<file path="src/rtl/core/dffc_pkg.sv">
// Shared constants and command/status types for the depth frame false-color block.
`timescale 1ns / 1ps

package dffc_pkg;

    localparam int DEPTH_BITS = 16;
    localparam int SAMPLE_W   = 16;
    localparam int QUOT_BITS  = 8;
    localparam int PROD_W     = DEPTH_BITS + QUOT_BITS;
    localparam int CNT_W      = $clog2(QUOT_BITS);

    localparam logic [QUOT_BITS-1:0] FULL_SCALE = '1;

    typedef struct packed {
        logic scan;
        logic load;
        logic step;
        logic emit;
    } dffc_cmd_t;

    typedef struct packed {
        logic special;
    } dffc_status_t;

endpackage

</file>
<file path="src/rtl/core/dffc_if.sv">
// Request channel interfaces for depth samples in and color pixels out.
`timescale 1ns / 1ps

interface dffc_in_if;
    logic                          valid;
    logic                          ready;
    logic                          action;
    logic [dffc_pkg::SAMPLE_W-1:0] depth_sample;
    logic                          frame_end;

    modport source (output valid, output action, output depth_sample, output frame_end,
                    input ready);
    modport sink (input valid, input action, input depth_sample, input frame_end,
                  output ready);
endinterface

interface dffc_out_if;
    logic       valid;
    logic       ready;
    logic [7:0] blue;
    logic [7:0] green;
    logic [7:0] red;
    logic [7:0] alpha;
    logic       last_pixel;

    modport source (output valid, output blue, output green, output red, output alpha,
                    output last_pixel, input ready);
    modport sink (input valid, input blue, input green, input red, input alpha,
                  input last_pixel, output ready);
endinterface

</file>
<file path="src/rtl/core/dffc_ctrl.sv">
// Controller state machine that sequences scan, divide and pixel output.
`timescale 1ns / 1ps

module dffc_ctrl (
    input  logic                   clk,
    input  logic                   rst_n,
    input  logic                   in_valid,
    input  logic                   in_action,
    output logic                   in_ready,
    input  logic                   out_ready,
    output logic                   out_valid,
    input  dffc_pkg::dffc_status_t status,
    output dffc_pkg::dffc_cmd_t    cmd
);

    typedef enum logic [1:0] {
        ST_IDLE,
        ST_DIV,
        ST_FINISH
    } state_t;

    state_t                       state_reg;
    state_t                       state_next;
    logic [dffc_pkg::CNT_W-1:0]   count_reg;
    logic [dffc_pkg::CNT_W-1:0]   count_next;
    logic                         out_valid_reg;
    logic                         out_valid_next;

    always_comb
    begin
        cmd            = '0;
        state_next     = state_reg;
        count_next     = count_reg;
        out_valid_next = out_valid_reg & ~out_ready;
        unique case (state_reg)
            ST_IDLE:
            begin
                if (in_valid)
                begin
                    if (in_action)
                    begin
                        cmd.load   = 1'b1;
                        count_next = '0;
                        state_next = status.special ? ST_FINISH : ST_DIV;
                    end
                    else
                    begin
                        cmd.scan = 1'b1;
                    end
                end
            end
            ST_DIV:
            begin
                cmd.step   = 1'b1;
                count_next = count_reg + 1'b1;
                if (count_reg == dffc_pkg::CNT_W'(dffc_pkg::QUOT_BITS - 1))
                begin
                    state_next = ST_FINISH;
                end
            end
            ST_FINISH:
            begin
                if (!out_valid_reg || out_ready)
                begin
                    cmd.emit       = 1'b1;
                    out_valid_next = 1'b1;
                    state_next     = ST_IDLE;
                end
            end
            default:
            begin
                state_next = ST_IDLE;
            end
        endcase
    end

    always_ff @(posedge clk or negedge rst_n)
    begin
        if (!rst_n)
        begin
            state_reg     <= ST_IDLE;
            count_reg     <= '0;
            out_valid_reg <= 1'b0;
        end
        else
        begin
            state_reg     <= state_next;
            count_reg     <= count_next;
            out_valid_reg <= out_valid_next;
        end
    end

    assign in_ready  = (state_reg == ST_IDLE);
    assign out_valid = out_valid_reg;

endmodule

</file>
<file path="src/rtl/core/dffc_datapath.sv">
// Datapath: frame maximum, radix-2 restoring divider and pixel output registers.
`timescale 1ns / 1ps

module dffc_datapath (
    input  logic                          clk,
    input  logic                          rst_n,
    input  dffc_pkg::dffc_cmd_t           cmd,
    input  logic [dffc_pkg::SAMPLE_W-1:0] depth_sample,
    input  logic                          frame_end,
    output dffc_pkg::dffc_status_t        status,
    output logic [7:0]                    blue,
    output logic [7:0]                    red,
    output logic [7:0]                    alpha,
    output logic                          last_pixel
);

    localparam int DB = dffc_pkg::DEPTH_BITS;
    localparam int QB = dffc_pkg::QUOT_BITS;

    logic [DB-1:0]                 max_reg;
    logic [DB-1:0]                 den_reg;
    logic [DB-1:0]                 rem_reg;
    logic [QB-1:0]                 quo_reg;
    logic                          zero_reg;
    logic                          sat_reg;
    logic                          last_reg;
    logic [7:0]                    blue_reg;
    logic [7:0]                    red_reg;
    logic [7:0]                    alpha_reg;
    logic                          last_pixel_reg;

    logic [DB-1:0]                 d_in;
    logic [dffc_pkg::PROD_W-1:0]   prod;
    logic [DB:0]                   trial;
    logic [DB+1:0]                 diff;
    logic                          fits;

    assign d_in  = depth_sample[DB-1:0];
    assign prod  = {d_in, QB'(0)} - dffc_pkg::PROD_W'(d_in);
    assign trial = {rem_reg, quo_reg[QB-1]};
    assign diff  = {1'b0, trial} - {2'b00, den_reg};
    assign fits  = ~diff[DB+1];

    assign status.special = (d_in == '0) || (d_in >= max_reg);

    always_ff @(posedge clk or negedge rst_n)
    begin
        if (!rst_n)
        begin
            max_reg <= '0;
        end
        else if (cmd.scan && (d_in > max_reg))
        begin
            max_reg <= d_in;
        end
        else if (cmd.emit && last_reg)
        begin
            max_reg <= '0;
        end
    end

    always_ff @(posedge clk)
    begin
        if (cmd.load)
        begin
            den_reg  <= max_reg;
            rem_reg  <= prod[dffc_pkg::PROD_W-1:QB];
            quo_reg  <= prod[QB-1:0];
            zero_reg <= (d_in == '0);
            sat_reg  <= (d_in >= max_reg);
            last_reg <= frame_end;
        end
        else if (cmd.step)
        begin
            rem_reg <= fits ? diff[DB-1:0] : trial[DB-1:0];
            quo_reg <= {quo_reg[QB-2:0], fits};
        end
        if (cmd.emit)
        begin
            last_pixel_reg <= last_reg;
            if (zero_reg)
            begin
                blue_reg  <= '0;
                red_reg   <= '0;
                alpha_reg <= dffc_pkg::FULL_SCALE;
            end
            else if (sat_reg)
            begin
                blue_reg  <= '0;
                red_reg   <= dffc_pkg::FULL_SCALE;
                alpha_reg <= '0;
            end
            else
            begin
                red_reg <= quo_reg;
                if (rem_reg == '0)
                begin
                    blue_reg  <= dffc_pkg::FULL_SCALE - quo_reg;
                    alpha_reg <= dffc_pkg::FULL_SCALE - quo_reg;
                end
                else
                begin
                    blue_reg  <= dffc_pkg::FULL_SCALE - quo_reg - 8'd1;
                    alpha_reg <= dffc_pkg::FULL_SCALE - quo_reg - 8'd1;
                end
            end
        end
    end

    assign blue       = blue_reg;
    assign red        = red_reg;
    assign alpha      = alpha_reg;
    assign last_pixel = last_pixel_reg;

endmodule

</file>
<file path="src/rtl/core/depth_frame_false_color_top.sv">
// Top level of the depth frame false-color block.
//
//  channel | dir | handshake       | payload
//  depth   | in  | valid / ready   | action, depth_sample, frame_end
//  color   | out | valid / ready   | blue, green, red, alpha, last_pixel
//
// A scan request folds its sample into the frame maximum. A convert request loads the operands,
// steps the radix-2 restoring divider once per quotient bit, then writes the output register.
// Zero or saturating depths skip the divider.
// The output register holds a finished pixel while the next request is accepted.
// Reset clears the frame maximum and the controller; a stalled output holds the
// divider result until the pixel register frees.
`timescale 1ns / 1ps

module depth_frame_false_color_top (
    input logic        clk,
    input logic        rst_n,
    dffc_in_if.sink    depth,
    dffc_out_if.source color
);

    dffc_pkg::dffc_cmd_t    cmd;
    dffc_pkg::dffc_status_t status;

    dffc_ctrl u_ctrl (
        .clk       (clk),
        .rst_n     (rst_n),
        .in_valid  (depth.valid),
        .in_action (depth.action),
        .in_ready  (depth.ready),
        .out_ready (color.ready),
        .out_valid (color.valid),
        .status    (status),
        .cmd       (cmd)
    );

    dffc_datapath u_datapath (
        .clk          (clk),
        .rst_n        (rst_n),
        .cmd          (cmd),
        .depth_sample (depth.depth_sample),
        .frame_end    (depth.frame_end),
        .status       (status),
        .blue         (color.blue),
        .red          (color.red),
        .alpha        (color.alpha),
        .last_pixel   (color.last_pixel)
    );

    assign color.green = '0;

endmodule

</file>
<file path="src/flat_wrapper.sv">
// flat-port wrapper written by rule: the top's interface ports become plain ports
module depth_frame_false_color_top_flat 
  (clk, rst_n, depth_valid, depth_action, depth_depth_sample, depth_frame_end, depth_ready, color_valid, color_blue, color_green, color_red, color_alpha, color_last_pixel, color_ready);
  dffc_in_if depth_i ();
  dffc_out_if color_i ();
  input logic clk;
  input logic rst_n;
  input wire logic [$bits(depth_i.valid)-1:0] depth_valid;
  input wire logic [$bits(depth_i.action)-1:0] depth_action;
  input wire logic [$bits(depth_i.depth_sample)-1:0] depth_depth_sample;
  input wire logic [$bits(depth_i.frame_end)-1:0] depth_frame_end;
  output wire logic [$bits(depth_i.ready)-1:0] depth_ready;
  output wire logic [$bits(color_i.valid)-1:0] color_valid;
  output wire logic [$bits(color_i.blue)-1:0] color_blue;
  output wire logic [$bits(color_i.green)-1:0] color_green;
  output wire logic [$bits(color_i.red)-1:0] color_red;
  output wire logic [$bits(color_i.alpha)-1:0] color_alpha;
  output wire logic [$bits(color_i.last_pixel)-1:0] color_last_pixel;
  input wire logic [$bits(color_i.ready)-1:0] color_ready;
  assign depth_i.valid = depth_valid;
  assign depth_i.action = depth_action;
  assign depth_i.depth_sample = depth_depth_sample;
  assign depth_i.frame_end = depth_frame_end;
  assign depth_ready = depth_i.ready;
  assign color_valid = color_i.valid;
  assign color_blue = color_i.blue;
  assign color_green = color_i.green;
  assign color_red = color_i.red;
  assign color_alpha = color_i.alpha;
  assign color_last_pixel = color_i.last_pixel;
  assign color_i.ready = color_ready;
  depth_frame_false_color_top u_core (.clk(clk), .rst_n(rst_n), .depth(depth_i), .color(color_i));
endmodule
</file>
<file path="config.mk">
export PLATFORM = sky130hd
export DESIGN_NAME = depth_frame_false_color_top_flat
export DESIGN_NICKNAME = d
export VERILOG_FILES = /design/src/rtl/core/dffc_pkg.sv /design/src/rtl/core/dffc_if.sv /design/src/rtl/core/dffc_ctrl.sv /design/src/rtl/core/dffc_datapath.sv /design/src/rtl/core/depth_frame_false_color_top.sv /design/src/flat_wrapper.sv
export SDC_FILE = /design/constraint.sdc
export NUM_CORES = 1
export LEC_CHECK = 0
export BUFFER_PORTS_ARGS = -buffer_cell sky130_fd_sc_hd__buf_2
export CORE_ASPECT_RATIO = 1.75
export CORE_MARGIN = 4
export CORE_UTILIZATION = 57
export DETAILED_ROUTE_END_ITERATION = 6
export GPL_ROUTABILITY_DRIVEN = 0
export HOLD_SLACK_MARGIN = 0.12
export PLACE_DENSITY = 0.74
export SYNTH_ARGS = -nofsm -noshare
export SYNTH_HDL_FRONTEND = slang
export SYNTH_SLANG_ARGS = --single-unit
</file>
<file path="constraint.sdc">
create_clock -name clk -period 3.2 [get_ports clk]
set_input_delay 0.32 -clock clk [delete_from_list [all_inputs] [get_ports clk]]
set_output_delay 0.32 -clock clk [all_outputs]
set_load 0.05 [all_outputs]
</file>
# Yosys cells after proc, flatten, opt, wreduce, memory -nomap -nowiden
# Index checks and enable logic that the tools add are counted.
# word_totals
reg_bits	90
in_bits	22
out_inout_bits	35
word_cells	72
# classes
n_addsub	5
order_cmp	2
eq_ne	7
n_mux	28
bitwise_logic	3
n_reduce_logical	13
# ops
op	n
two-way mux 16 bit	5
two-way mux 8 bit	5
logical NOT 16 bit	2
subtractor 24 x 16 -> 24 bit	1
subtractor 17 x 16 -> 18 bit	1
greater-or-equal comparator 16 bit	1
greater-than comparator 16 bit	1
two-way mux 2 bit	7
inequality test 2 bit, second input constant	4
subtractor 8 x 1 -> 8 bit, second input constant	1
subtractor 8 bit, first input constant	1
two-way mux 1 bit	7
two-way mux 3 bit	2
case mux 2 bit (3 select lines)	1
case mux 3 bit (2 select lines)	1
nonzero test 2 bit	3
AND reduction 4 bit	1
adder 3 x 1 -> 3 bit, second input constant	1
== test 3 bit, second input constant	1
AND reduction 3 bit	1
== test 2 x 1 -> 1 bit, second input constant	1
== test 2 bit, second input constant	1
logical AND 1 bit	2
logical NOT 2 bit	1
4 further kinds	6

# Logic depth before layout (Yosys ltp)
# logic_depth
ltp_word	7
mapped_depth	11
ltp_nobuf	11

# By module
# From an unflattened synthesis, not the netlist that was laid out.
# unflattened
cells_unflattened	608
hier_area_um2	6135.9
# modules_own_cells
module	instances	cells_per_inst	area_each_um2	seq_area_each_um2
dffc_datapath	1	564	5715.5	2442.3
dffc_ctrl	1	35	356.6	150.1
depth_frame_false_color_top	1	9	63.8	0.0

# Worst setup path after synthesis
# OpenSTA, ideal clock, no wires.
# synth_path
kind	register to register
startpoint	reg u_core.u_ctrl.state_reg[0]
endpoint	reg u_core.u_datapath.rem_reg[2] (data pin)
setup_ns	0.297
t_arrival_ns	2.744
required_time_ns	2.903
setup_slack_ns	0.158
path_stages_with_launch	7
n_path_buf	2
synth_period_minus_slack_ns	3.042
path_cell_list	dfrtp_1 nor2_1 nand3_1 inv_1 clkbuf_1 buf_1 o21ai_0
# synth_rtl
element	line	rtl
start: declaration	dffc_ctrl.sv:22	state_t state_reg;
start signal: assignment	dffc_ctrl.sv:87	state_reg <= state_next;
end signal: assignment	dffc_datapath.sv:67	rem_reg <= prod[dffc_pkg::PROD_W-1:QB];
end signal: assignment	dffc_datapath.sv:75	rem_reg <= fits ? diff[DB-1:0] : trial[DB-1:0];
end: declaration	dffc_datapath.sv:22	logic [DB-1:0] rem_reg;

# Final worst setup path
# layout_path
startpoint	reg u_core.u_datapath.quo_reg[7]
endpoint	reg u_core.u_datapath.rem_reg[14] (data pin)
# layout_between
elab_chain_len	4
# layout_lines
element	line	rtl
start: declaration	dffc_datapath.sv:23	logic [QB-1:0] quo_reg;
start signal: assignment	dffc_datapath.sv:68	quo_reg <= prod[QB-1:0];
start signal: assignment	dffc_datapath.sv:76	quo_reg <= {quo_reg[QB-2:0], fits};
subtractor 17 x 16 -> 18 bit	dffc_datapath.sv:41	assign diff = {1'b0, trial} - {2'b00, den_reg};
two-way mux 16 bit	dffc_datapath.sv:75	
two-way mux 16 bit	dffc_datapath.sv:73	else if (cmd.step)
two-way mux 16 bit	dffc_datapath.sv:64	if (cmd.load)
# Every way passes these cells. The select of a mux whose other input is x is not followed.
# A chain may end at the register's enable or synchronous reset.

==> impl_metrics.env <==
export IMPL_outcome="finished clean"
export IMPL_synth_avg_cell_area_um2=10.3
export IMPL_setup_slack_ns=0.251
export IMPL_syn_instance_count=558
export IMPL_die_area_mm2=0.0119
export IMPL_io_pins=57
export IMPL_clk_pin_slew_ns=0.07
export IMPL_htreeDepth=3
export IMPL_fmax_mhz=339
export IMPL_worst_slew_pin_slew_ns=0.936
export IMPL_finalMaxSlewViolations=0
export IMPL_vias=4425
export IMPL_critPathKind="reg -> reg"
export IMPL_ys_flop_type="edfxtp_1"
export IMPL_antenna_found_initial=0
export IMPL_async_reset_ff_frac=0.244
export IMPL_synth_seq_area_share=0.449
export IMPL_final_area_mm2=0.00646
export IMPL_place_inst=728
export IMPL_drt_iter0_drc=248
export IMPL_place_area_mm2=0.00616
export IMPL_synth_seq_cells=90
export IMPL_cp_arrival_ns=3.04
export IMPL_setup_tns_ns=0
export IMPL_synth_top_area_frac=0.354
export IMPL_finClkSkew_ns=0.00962
export IMPL_crit_chain="inv_1 > ha_1 > inv_1 > fa_1 > a211oi_1 > o21a_1 > nor3_1 > or3b_2 > a21oi_1 > xnor2_1 > a211o_1"
export IMPL_port_buffers=48
export IMPL_maxCapViolations=0
export IMPL_hold_worst_slack_ns=0.168
export IMPL_ys_top_cells_by_area="edfxtp_1, dfrtp_1, ha_1, mux2i_1, xnor2_1"
export IMPL_dp_slack_ns=0.168
export IMPL_slowest_delay_ns=0.44
export IMPL_grt_ovfl_total=0
export IMPL_cp_max_fo=3
export IMPL_ant_nets=0
export IMPL_wirelength_mm=12.8
export IMPL_powerDensity_mw_per_mm2=955
export IMPL_cts_num_sinks=90
export IMPL_first_pass_iters=5
export IMPL_fillerInstances=829
export IMPL_cts_tree="done"
export IMPL_synth_top_area_cell="edfxtp_1"
export IMPL_cts_root_buf="clkbuf_16"
export IMPL_crit_top_cell="inv_1"
export IMPL_grt_pass1_wl_mm=21.7
export IMPL_core_area_mm2=0.00991
export IMPL_final_min_clock_period_ns=2.95
export IMPL_synth_cell_type_count=69
export IMPL_final_cell_mix="edfxtp_1, inv_1, buf_2"
export IMPL_crit_family="compound AO/OA/AOI/OAI gates"
export IMPL_syn_area_mm2=0.00577
export IMPL_grt_usage=0.228
export IMPL_drive_above_1_share=0.161
export IMPL_cts_path_max_buffers=2
export IMPL_max_slew_margin=0.375
export IMPL_p_leak_nw=2.88
export IMPL_syn2layout_area_growth_pct=11.9
export IMPL_insertedDiodeCount=0
export IMPL_crit_slowest_cell="or3b_2"
export IMPL_synth_warnings=0
export IMPL_crit_buf_inv=2
export IMPL_layout_nets=682
export IMPL_rows=48
export IMPL_cp_required_ns=3.29
export IMPL_die_h_um=141
export IMPL_endpoint_kind="register"
export IMPL_dp_hpwl_mm=10.2
export IMPL_peakVddDrop_mv=0.628
export IMPL_grt_pass1_vias=4526
export IMPL_grt_start_max_net_pins=33
export IMPL_synth_edf_count=68
export IMPL_worstHoldPathType="in -> reg"
export IMPL_viasPerCell=5.94
export IMPL_wl_per_cell_um=17.2
export IMPL_post_route_period_util=0.921
export IMPL_rsz0062_at_grt="no"
export IMPL_hold_viol=0
export IMPL_clk_latency_ns=0.34
export IMPL_final_common_cell="edfxtp_1"
export IMPL_die_x_um=84.0
export IMPL_cts_buffers=9
export IMPL_critPathLaunchType="register"
export IMPL_start_util=0.582
export IMPL_drc_errors=0
export IMPL_layout_cells_non_filler=745
export IMPL_postCtsSetupRepairBufs=0
export IMPL_setup_viol=0
metal layers:
metal,track usage,vias to the layer above,part of all wire
li1,-,2144,-
met1,0.248,2069,0.36
met2,0.408,157,0.53
met3,0.0304,55,0.043
met4,0.152,0,0.067
met5,0,-,0
metrics by stage:
step	util	total power, W
floorplan	-	0.00442
global placement	0.621	0.00502
detailed placement	0.621	0.00516
CTS	0.651	0.00619
global route	0.652	0.00665
finish	0.652	0.00617
power breakdown:
part	switching (W)	internal, W	total, W	leakage, nW
registers	0.000326	0.00184	0.00217	0.914
logic	0.00172	0.00128	0.00299	1.83
clock network	0.000462	0.000543	0.00101	0.136
repair_timing:
item / in CTS / in global routing
hold buffers: 1 / 0
resized for setup: 0 / 1
endpoints found under the setup margin: 0 / 8
endpoints found under the hold margin: 22 / 0
path summary, 6_finish.rpt:
check / slack, ns / cells after the start / start / endpoint
min reg2reg: 0.47 / 0 / u_core.u_datapath.max_reg[5]$_DFFE_PN0P_ / u_core.u_datapath.den_reg[5]$_DFFE_PP_
max: 0.25 / 11 / u_core.u_datapath.quo_reg[7]$_DFFE_PP_ / u_core.u_datapath.rem_reg[14]$_DFFE_PP_
max reg2reg: 0.25 / 11 / u_core.u_datapath.quo_reg[7]$_DFFE_PP_ / u_core.u_datapath.rem_reg[14]$_DFFE_PP_
min: 0.17 / 1 / depth_frame_end / u_core.u_datapath.last_reg$_DFFE_PP_
max in group asynchronous: 2.35 / 2 / rst_n / u_core.u_datapath.max_reg[6]$_DFFE_PN0P_
min in group asynchronous: 0.49 / 2 / rst_n / u_core.u_datapath.max_reg[9]$_DFFE_PN0P_
synth_stat cells (all sizes together), types with 5 or more instances:
cell and n:
edfxtp 68, inv 49, nand2 45, ha 44
nor2 44, a21oi 30, mux2i 25, o21ai 24
xnor2 24, dfrtp 22, buf 14, nor3 13
xor2 13, a21o 11, nand4 9, o21a 9
nor4 8, clkbuf 7, mux2 7, nand3 7
or2 7, o21bai 6, nor2b 5
worst register-to-register path, cell delays in order (launching register included):
cell      delay [ns]
edfxtp_1        0.38
inv_1           0.07
ha_1            0.16
inv_1           0.06
fa_1            0.43
a211oi_1        0.25
o21a_1          0.27
nor3_1          0.07
or3b_2          0.44
a21oi_1         0.20
xnor2_1         0.11
a211o_1         0.26
final cells by class:
type	count	area, um^2	area share
Clock buffer	10	229	0.0355
Clock inverter	6	53.8	0.00833
Inverter	49	184	0.0285
Multi-Input combinational cell	405	2910	0.450
Sequential cell	90	2590	0.402
Tap cell	125	156	0.0242
Timing Repair Buffer	60	333	0.0516
kinds of logic after synthesis:
kind of cell / Yosys count / synth area share
simple gates: 160 / 0.134
compound gates: 123 / 0.151
flops: 90 / 0.449
mux: 32 / 0.0571
other cells: 1 / 0.000650
buf+inv: 70 / 0.0529
fa+ha+maj: 45 / 0.0989
xor+xnor: 37 / 0.0562
(Power assumes the default switching activity.)
